`src/hdl/u8sd_pkg.sv`:
```
// Shared types, codes and helper functions for the UTF-8 stream decoder.
package u8sd_pkg;

    localparam int OFFSET_WIDTH = 32;
    localparam int CP_WIDTH     = 21;

    localparam logic [2:0] CLS_ASCII = 3'd0;
    localparam logic [2:0] CLS_LEAD2 = 3'd1;
    localparam logic [2:0] CLS_LEAD3 = 3'd2;
    localparam logic [2:0] CLS_LEAD4 = 3'd3;
    localparam logic [2:0] CLS_CONT  = 3'd4;
    localparam logic [2:0] CLS_BAD   = 3'd5;

    localparam logic [2:0] ST_PENDING = 3'd0;
    localparam logic [2:0] ST_DONE    = 3'd1;
    localparam logic [2:0] ST_BADSEQ  = 3'd2;
    localparam logic [2:0] ST_ORPHAN  = 3'd3;
    localparam logic [2:0] ST_BADBYTE = 3'd4;
    localparam logic [2:0] ST_END     = 3'd5;

    localparam logic [CP_WIDTH-1:0] CP_MAX       = 21'h10FFFF;
    localparam logic [CP_WIDTH-1:0] SURR_LOW     = 21'h00D800;
    localparam logic [CP_WIDTH-1:0] SURR_HIGH    = 21'h00DFFF;
    localparam logic [CP_WIDTH-1:0] MIN_TWO      = 21'h000080;
    localparam logic [CP_WIDTH-1:0] MIN_THREE    = 21'h000800;
    localparam logic [CP_WIDTH-1:0] MIN_FOUR     = 21'h010000;

    typedef struct packed {
        logic [CP_WIDTH-1:0]     partial;
        logic [1:0]              collected;
        logic [1:0]              remaining;
        logic [2:0]              seq_len;
        logic [OFFSET_WIDTH-1:0] position;
    } seq_state_t;

    typedef struct packed {
        logic [31:0]         byte_offset;
        logic [2:0]          byte_class;
        logic [1:0]          dropped_length;
        logic [2:0]          status;
        logic [CP_WIDTH-1:0] code_point;
    } result_t;

    // Sorts a raw byte into its UTF-8 role.
    function automatic logic [2:0] classify(input logic [7:0] b);
        logic [2:0] cls;
        if (b <= 8'h7F)      cls = CLS_ASCII;
        else if (b <= 8'hBF) cls = CLS_CONT;
        else if (b <= 8'hC1) cls = CLS_BAD;
        else if (b <= 8'hDF) cls = CLS_LEAD2;
        else if (b <= 8'hEF) cls = CLS_LEAD3;
        else if (b <= 8'hF4) cls = CLS_LEAD4;
        else                 cls = CLS_BAD;
        return cls;
    endfunction

    // Rejects overlong forms, surrogates and values beyond the Unicode range.
    function automatic logic value_ok(input logic [CP_WIDTH-1:0] cp, input logic [2:0] len);
        logic ok;
        case (len)
            3'd2:    ok = (cp >= MIN_TWO);
            3'd3:    ok = (cp >= MIN_THREE) && !((cp >= SURR_LOW) && (cp <= SURR_HIGH));
            3'd4:    ok = (cp >= MIN_FOUR) && (cp <= CP_MAX);
            default: ok = 1'b0;
        endcase
        return ok;
    endfunction

endpackage

```
`src/hdl/u8sd_step.sv`:
```
// Combinational decode step: one word against the current sequence state.
module u8sd_step
(
    input  logic [7:0]             in_byte,
    input  logic                   in_end,
    input  u8sd_pkg::seq_state_t   cur,
    output u8sd_pkg::seq_state_t   nxt,
    output u8sd_pkg::result_t      res
);

    logic [2:0]                          cls;
    logic                                open_seq;
    logic [u8sd_pkg::CP_WIDTH-1:0]       shifted;
    logic [1:0]                          rem_dec;
    logic [63:0]                         pos_ext;

    assign cls      = u8sd_pkg::classify(in_byte);
    assign open_seq = (cur.collected != 2'd0);
    assign shifted  = {cur.partial[u8sd_pkg::CP_WIDTH-7:0], in_byte[5:0]};
    assign rem_dec  = cur.remaining - 2'd1;
    assign pos_ext  = 64'(cur.position);

    always_comb
    begin
        nxt                = cur;
        res.byte_offset    = pos_ext[31:0];
        res.byte_class     = u8sd_pkg::CLS_ASCII;
        res.dropped_length = 2'd0;
        res.status         = u8sd_pkg::ST_PENDING;
        res.code_point     = '0;

        if (in_end)
        begin
            res.dropped_length = cur.collected;
            res.status         = u8sd_pkg::ST_END;
            nxt.partial        = '0;
            nxt.collected      = 2'd0;
            nxt.remaining      = 2'd0;
            nxt.seq_len        = 3'd0;
        end
        else
        begin
            nxt.position   = cur.position + {{(u8sd_pkg::OFFSET_WIDTH-1){1'b0}}, 1'b1};
            res.byte_class = cls;
            // Anything but a continuation abandons an open sequence.
            if (open_seq && (cls != u8sd_pkg::CLS_CONT))
            begin
                res.dropped_length = cur.collected;
                nxt.partial        = '0;
                nxt.collected      = 2'd0;
                nxt.remaining      = 2'd0;
                nxt.seq_len        = 3'd0;
            end
            case (cls)
                u8sd_pkg::CLS_ASCII:
                begin
                    res.status     = u8sd_pkg::ST_DONE;
                    res.code_point = u8sd_pkg::CP_WIDTH'(in_byte);
                end
                u8sd_pkg::CLS_LEAD2:
                begin
                    nxt.seq_len   = 3'd2;
                    nxt.remaining = 2'd1;
                    nxt.collected = 2'd1;
                    nxt.partial   = u8sd_pkg::CP_WIDTH'(in_byte[4:0]);
                end
                u8sd_pkg::CLS_LEAD3:
                begin
                    nxt.seq_len   = 3'd3;
                    nxt.remaining = 2'd2;
                    nxt.collected = 2'd1;
                    nxt.partial   = u8sd_pkg::CP_WIDTH'(in_byte[3:0]);
                end
                u8sd_pkg::CLS_LEAD4:
                begin
                    nxt.seq_len   = 3'd4;
                    nxt.remaining = 2'd3;
                    nxt.collected = 2'd1;
                    nxt.partial   = u8sd_pkg::CP_WIDTH'(in_byte[2:0]);
                end
                u8sd_pkg::CLS_CONT:
                begin
                    if (open_seq && (cur.remaining != 2'd0))
                    begin
                        if (rem_dec == 2'd0)
                        begin
                            if (u8sd_pkg::value_ok(shifted, cur.seq_len))
                            begin
                                res.status     = u8sd_pkg::ST_DONE;
                                res.code_point = shifted;
                            end
                            else
                            begin
                                res.status = u8sd_pkg::ST_BADSEQ;
                            end
                            nxt.partial   = '0;
                            nxt.collected = 2'd0;
                            nxt.remaining = 2'd0;
                            nxt.seq_len   = 3'd0;
                        end
                        else
                        begin
                            nxt.partial   = shifted;
                            nxt.collected = cur.collected + 2'd1;
                            nxt.remaining = rem_dec;
                        end
                    end
                    else
                    begin
                        res.status = u8sd_pkg::ST_ORPHAN;
                    end
                end
                default:
                begin
                    res.status = u8sd_pkg::ST_BADBYTE;
                end
            endcase
        end
    end

endmodule

```
`src/hdl/utf8_stream_decoder_core.sv`:
```
// Top level of the UTF-8 stream decoder and validator.
// An accepted word passes through the input register, then the result register.
// Throughput: one word per cycle while the result side is not stalled; the decode state update is combinational.
// A stalled result holds the output register, and the input register then holds one word.
// Reset (rst_n low, asynchronous) closes any open sequence and clears the byte offset.
// Payload registers are not reset; only valid flags and sequence state are.
module utf8_stream_decoder_core
(
    input  logic        clk,
    input  logic        rst_n,
    input  logic        s_tvalid,
    output logic        s_tready,
    input  logic [7:0]  s_tdata,   // [7:0] data_byte
    input  logic        s_tlast,   // stream_end
    output logic        m_tvalid,
    input  logic        m_tready,
    output logic [55:0] m_tdata,   // [31:0] byte_offset, [33:32] dropped_length,
                                   // [54:34] code_point, [55] zero
    output logic [5:0]  m_tuser    // [2:0] byte_class, [5:3] status
);

    // Input stage: one word waiting to be decoded.
    logic                  in_valid_reg;
    logic                  in_valid_next;
    logic [7:0]            in_byte_reg;
    logic                  in_end_reg;

    // Decoder state carried from word to word.
    u8sd_pkg::seq_state_t  state_reg;
    u8sd_pkg::seq_state_t  state_next;

    // Result stage.
    logic                  out_valid_reg;
    logic                  out_valid_next;
    u8sd_pkg::result_t     out_reg;
    u8sd_pkg::result_t     result_next;

    logic                  accept;
    logic                  fire;

    // The input stage advances whenever the result register is empty or being emptied,
    // so a fresh word can enter every cycle as long as the downstream side keeps up.
    assign fire     = in_valid_reg && (!out_valid_reg || m_tready);
    assign s_tready = !in_valid_reg || fire;
    assign accept   = s_tvalid && s_tready;

    assign in_valid_next  = accept ? 1'b1 : (fire ? 1'b0 : in_valid_reg);
    assign out_valid_next = fire ? 1'b1 : (m_tready ? 1'b0 : out_valid_reg);

    u8sd_step u_step
    (
        .in_byte (in_byte_reg),
        .in_end  (in_end_reg),
        .cur     (state_reg),
        .nxt     (state_next),
        .res     (result_next)
    );

    always_ff @(posedge clk or negedge rst_n)
    begin
        if (!rst_n)
        begin
            in_valid_reg  <= 1'b0;
            out_valid_reg <= 1'b0;
            state_reg     <= '0;
        end
        else
        begin
            in_valid_reg  <= in_valid_next;
            out_valid_reg <= out_valid_next;
            if (fire)
            begin
                state_reg <= state_next;
            end
        end
    end

    always_ff @(posedge clk)
    begin
        if (accept)
        begin
            in_byte_reg <= s_tdata;
            in_end_reg  <= s_tlast;
        end
        if (fire)
        begin
            out_reg <= result_next;
        end
    end

    assign m_tvalid = out_valid_reg;
    assign m_tdata  = {1'b0, out_reg.code_point, out_reg.dropped_length, out_reg.byte_offset};
    assign m_tuser  = {out_reg.status, out_reg.byte_class};

`ifndef SYNTH
    // With no open sequence, nothing of a partial sequence may linger.
    a_closed_clean: assert property (@(posedge clk) disable iff (!rst_n)
        (state_reg.collected == 2'd0) |->
            (state_reg.remaining == 2'd0 && state_reg.seq_len == 3'd0 &&
             state_reg.partial == '0))
        else $error("closed sequence carries leftover state");

    // An open sequence always accounts for its full length.
    a_open_len: assert property (@(posedge clk) disable iff (!rst_n)
        (state_reg.collected != 2'd0) |->
            ((3'(state_reg.collected) + 3'(state_reg.remaining)) == state_reg.seq_len))
        else $error("open sequence counts disagree with its length");

    // A word waiting in the input stage stays until it is decoded.
    a_in_hold: assert property (@(posedge clk) disable iff (!rst_n)
        (in_valid_reg && !fire) |=> in_valid_reg)
        else $error("input word lost while result side stalled");

    // A finished code point is always a legal scalar value.
    a_cp_range: assert property (@(posedge clk) disable iff (!rst_n)
        (out_valid_reg && out_reg.status == u8sd_pkg::ST_DONE) |->
            (out_reg.code_point <= u8sd_pkg::CP_MAX))
        else $error("decoded code point out of range");

    // End markers report the ASCII class code and a zero value.
    a_end_fields: assert property (@(posedge clk) disable iff (!rst_n)
        (out_valid_reg && out_reg.status == u8sd_pkg::ST_END) |->
            (out_reg.byte_class == u8sd_pkg::CLS_ASCII && out_reg.code_point == '0))
        else $error("end marker result carries stray fields");
`endif

endmodule
```
`config.mk`:
```
export PLATFORM = sky130hd
export DESIGN_NAME = utf8_stream_decoder_core
export DESIGN_NICKNAME = d
export VERILOG_FILES = /design/src/hdl/u8sd_pkg.sv /design/src/hdl/u8sd_step.sv /design/src/hdl/utf8_stream_decoder_core.sv
export SDC_FILE = /design/constraint.sdc
export NUM_CORES = 1
export LEC_CHECK = 0
export BUFFER_PORTS_ARGS = -buffer_cell sky130_fd_sc_hd__buf_2
export CAP_MARGIN = 30
export CORE_UTILIZATION = 61
export CTS_CLUSTER_DIAMETER = 100
export CTS_CLUSTER_SIZE = 20
export DETAILED_ROUTE_END_ITERATION = 7
export GPL_ROUTABILITY_DRIVEN = 0
export PLACE_DENSITY_LB_ADDON = 0.15
export SYNTH_ARGS = -nofsm -noshare
export SYNTH_HDL_FRONTEND = slang
export SYNTH_SLANG_ARGS = --single-unit
```
`constraint.sdc`:
```
create_clock -name clk -period 5.97 [get_ports clk]
set_input_delay 1.194 -clock clk [delete_from_list [all_inputs] [get_ports clk]]
set_output_delay 1.194 -clock clk [all_outputs]
set_load 0.1 [all_outputs]
```
==> impl.org <==
** Cells and area
- The register with the most flip-flops in the layout has 55 of them.
- Antenna diodes :: 0
- The net count of the finished layout is 497.
- Fraction of layout instances using a drive strength above 1 :: 0.249
- Area added between synthesis and finish :: 20.7%

** Clock network
- The number of setup buffers added after CTS is 0.
- Clock-pin slew on the worst setup and hold paths :: 0.06 ns
- Maximum clock insertion buffer count :: 2
- The number of gates resized after CTS was 0.
- The tree built by TritonCTS fans out to 126 sinks.
- TritonCTS built the clock tree.
- The clock reaches the later pin of the worst-skew pair after 0.51 ns.
- After clock tree synthesis, the flow added hold-fix buffers numbering 0.
- Buffer cell driving the clock tree root :: clkbuf_8
- The number of clock buffers added by TritonCTS is 17.
- Deepest level of the CTS H-tree :: 4

** Logic synthesis
- In this run, synthesis produced a sequential element count of 126.
- In the synthesized netlist, the number of instances is 395.
- Ys Warns :: 0
- For this run, the leading register cell type out of synthesis is edfxtp_1.
- Fraction of the yosys area taken by sequential cells :: 0.670
- In this run, synthesis inferred 70 flip-flops with an integrated enable.
- Synth Cell Area :: 5230 um2
- Mean instance size in the synthesized netlist :: 13.2 um2
- The number of nets handed over by synthesis was 412.
- The share of synthesized area in the top cell type comes to 0.402.
- Share of synthesized cell area in full adder, half adder and majority cells :: 0.00957
- By area the synthesized netlist is led by edfxtp_1 (40%), dfrtp_1 (27%), xnor2_1 (4.4%).
- Synth async-reset ratio :: 0.444
- After synthesis, the largest family of logic cells by area is simple AND/OR/NAND/NOR gates.
- Count leader, synth :: edfxtp_1
- Synth Area in Simple Gates :: 0.143
- By count the netlist is led by edfxtp_1 (70), dfrtp_1 (56), nand2_1 (34), xnor2_1 (26), and2_1 (23).
- Xor/xnor share of the synthesized area :: 0.0536
- The portion of synthesized area spent on multiplexers is 0.
- Counting distinct cell types in the post-synthesis netlist gives 52.
- The largest total area in the synthesized netlist belongs to edfxtp_1.
- Compound-cell area share of the yosys netlist :: 0.101

** Power and ir drop
- Leak Pwr :: 0.00270 uW
- The design draws 2610 uW.
- VDD IR max :: 0.000264 V
- In this run the power density over the cells is 414 nW/um2.

** Timing
- Derived from the worst setup path, the maximum achievable clock frequency is 0.323 GHz.
- Setup repair after global routing left no endpoint under its margin.
- Ratio of final minimum period to clock period :: 0.519
- Total negative slack for setup checks :: 0 ns
- Worst-margin pin slew :: 1.02 ns
- Setup violations remaining at the end of the flow were counted as 0.
- Pins over their slew limit :: 0
- Final clock skew :: 0.00673 ns
- Slew margin rel. :: 0.316
- Number of failing hold endpoints at the final stage :: 0
- The routed design could run at a clock period as short as 3.10 ns.

** Die
- From bottom edge to top edge, the die measures 94.6 um.
- The die covers 8950 um2.
- Count of standard-cell rows :: 33
- The core region is 8260 um2.
- The die is 94.6 um wide.
- Starting Density :: 0.633
- IO Pins :: 77

** Critical path
- Kind of end point of the critical path :: output port
- For the worst setup path, the data required time is 4.78 ns.
- The most critical setup path has its startpoint at m_tready.
- STA classifies the critical path startpoint as an input port.
- The setup path with the least slack is of type in2out.
- Data arrives at the worst endpoint at 1.90 ns.
- The most critical setup path has its endpoint at s_tready.
- The startpoint identified for the worst register-to-register timing path is state_reg[52].
- Critical path fanouts, max :: 3
- Terminus of the critical flop-to-flop path :: m_tdata[40]
- In this run the register-to-register setup slack is 3.43 ns.
- For the worst flop-to-flop path, the logic depth is 5.

** Drt
- In the routed layout, each cell is associated on average with a via count of 5.88.
- Pre-Repair DR Iteration Count :: 5
- Detailed-route DRC error count :: 0
- The count of nets left with antenna violations once routing finished came out at 0.
- Overall via count from detail_route :: 3516
- The detailed router finished its first iteration with 231 violations.
- Mean routed wirelength per cell :: 17.3 um
- Total detailed-routing wirelength :: 10400 um

** GRT
- The initial antenna violation count is 0.
- The via count of the first global-routing pass came to 3378.
- Entering global routing, the biggest net connects 70 pins.
- The first global-routing pass estimated 16600 um of wire.
- For this run the aggregate overflow at the end of global routing stands at 0.
- GRT Total Usage :: 0.250

** Placement
- Port buffering added 75 buffers.
- Post-detail-place hpwl :: 6380 um

** Run status
- The run finished with clean final reports.

** Job
- Across the run, the number of max-cap violations was 0.

** Min path
- The min-delay analysis places its worst path in the category reg2reg.
-- where the power goes --
group / switching, uW / total (uW) / leakage [uW] / internal [uW]
Clock: 411 / 1060 / 0.000304 / 652
Sequential: 52.9 / 1050 / 0.00144 / 1000
Combinational: 403 / 496 / 0.000955 / 92.5
Total: 867 / 2610 / 0.00270 / 1740
-- layout make-up --
class                   count  area, um2
clock buffers              17        414
clock inverters            15        199
fillers                   518       1950
inverters                  15       56.3
multi-input cells         242       1610
flip-flops and latches    126       3500
well taps                 105        131
repair buffers             78        395
-- worst min-delay path by stage --
stage                        from  depth (start not counted)     endpoint  slack (ns)
floorplan           state_reg[10]                          0  m_tdata[10]        0.44
global placement    state_reg[31]                          0  m_tdata[31]        0.46
detailed placement  state_reg[10]                          0  m_tdata[10]        0.47
CTS                 state_reg[10]                          0  m_tdata[10]        0.49
global route        state_reg[10]                          0  m_tdata[10]        0.50
finish              state_reg[10]                          0  m_tdata[10]        0.49
-- cells in the final DEF, fill, tap and decap left out, types with 3 or more instances in the layout --
master     synthesis  routed
bufinv_16          0       3
a21o_1             3       3
clkinv_4           0       3
nand3_1           17      17
o21ai_0           13      13
edfxtp_1          70      70
nor3_1             8       8
and3_1             5       5
inv_6              0       5
inv_8              0       3
buf_2              1      76
ha_1               4       4
o22ai_1            3       3
nor2b_1            5       5
o211ai_1           5       5
a21oi_1            5       5
nand2b_1           5       5
nand4_1           10      10
inv_1             13      13
a22o_1            14      14
o31ai_1            4       4
nor2_1            17      17
nor4_1             4       4
and2_1            23      23
clkbuf_16          0      16
dfrtp_1           56      56
a211oi_1           5       5
xnor2_1           26      26
nand2_1           34      34
xor2_1             6       6
-- layer usage --
layer | vias to the layer above | global-route usage | wire length, um | part of all wire
met4 | 0 | 0.110 | 225 | 0.022
met1 | 1708 | 0.343 | 4480 | 0.43
met2 | 158 | 0.388 | 5070 | 0.49
met5 | - | 0 | 0 | 0
li1 | 1624 | - | - | -
met3 | 26 | 0.0556 | 598 | 0.058
-- cell families after synthesis --
| group | after synthesis |
|---|---|
| fa+ha+maj | 4 |
| xor+xnor | 32 |
| simple gates | 137 |
| compound gates | 68 |
| buf+inv | 27 |
| flops | 126 |
| other cells | 1 |
-- critical path, stage by stage --
cell,delay (ns)
buf_2,0.10
nor2b_1,0.18
nand2_1,0.12
buf_2,0.31
-- metrics by stage --
stage          hold WS [ns]  cell area, um2  std cells  setup WS [ns]  utilization
2_1_floorplan         0.439            5230        395           2.71            -
3_3_place_gp          0.462            5690        565           2.93        0.689
3_5_place_dp          0.472            5700        566           2.89        0.690
4_1_cts               0.487            6310        598           2.87        0.764
5_1_grt               0.496            6310        598           2.80        0.764
6_report              0.486            6310        598           2.87        0.764
Note: power is estimated with default switching activity, not from simulation.
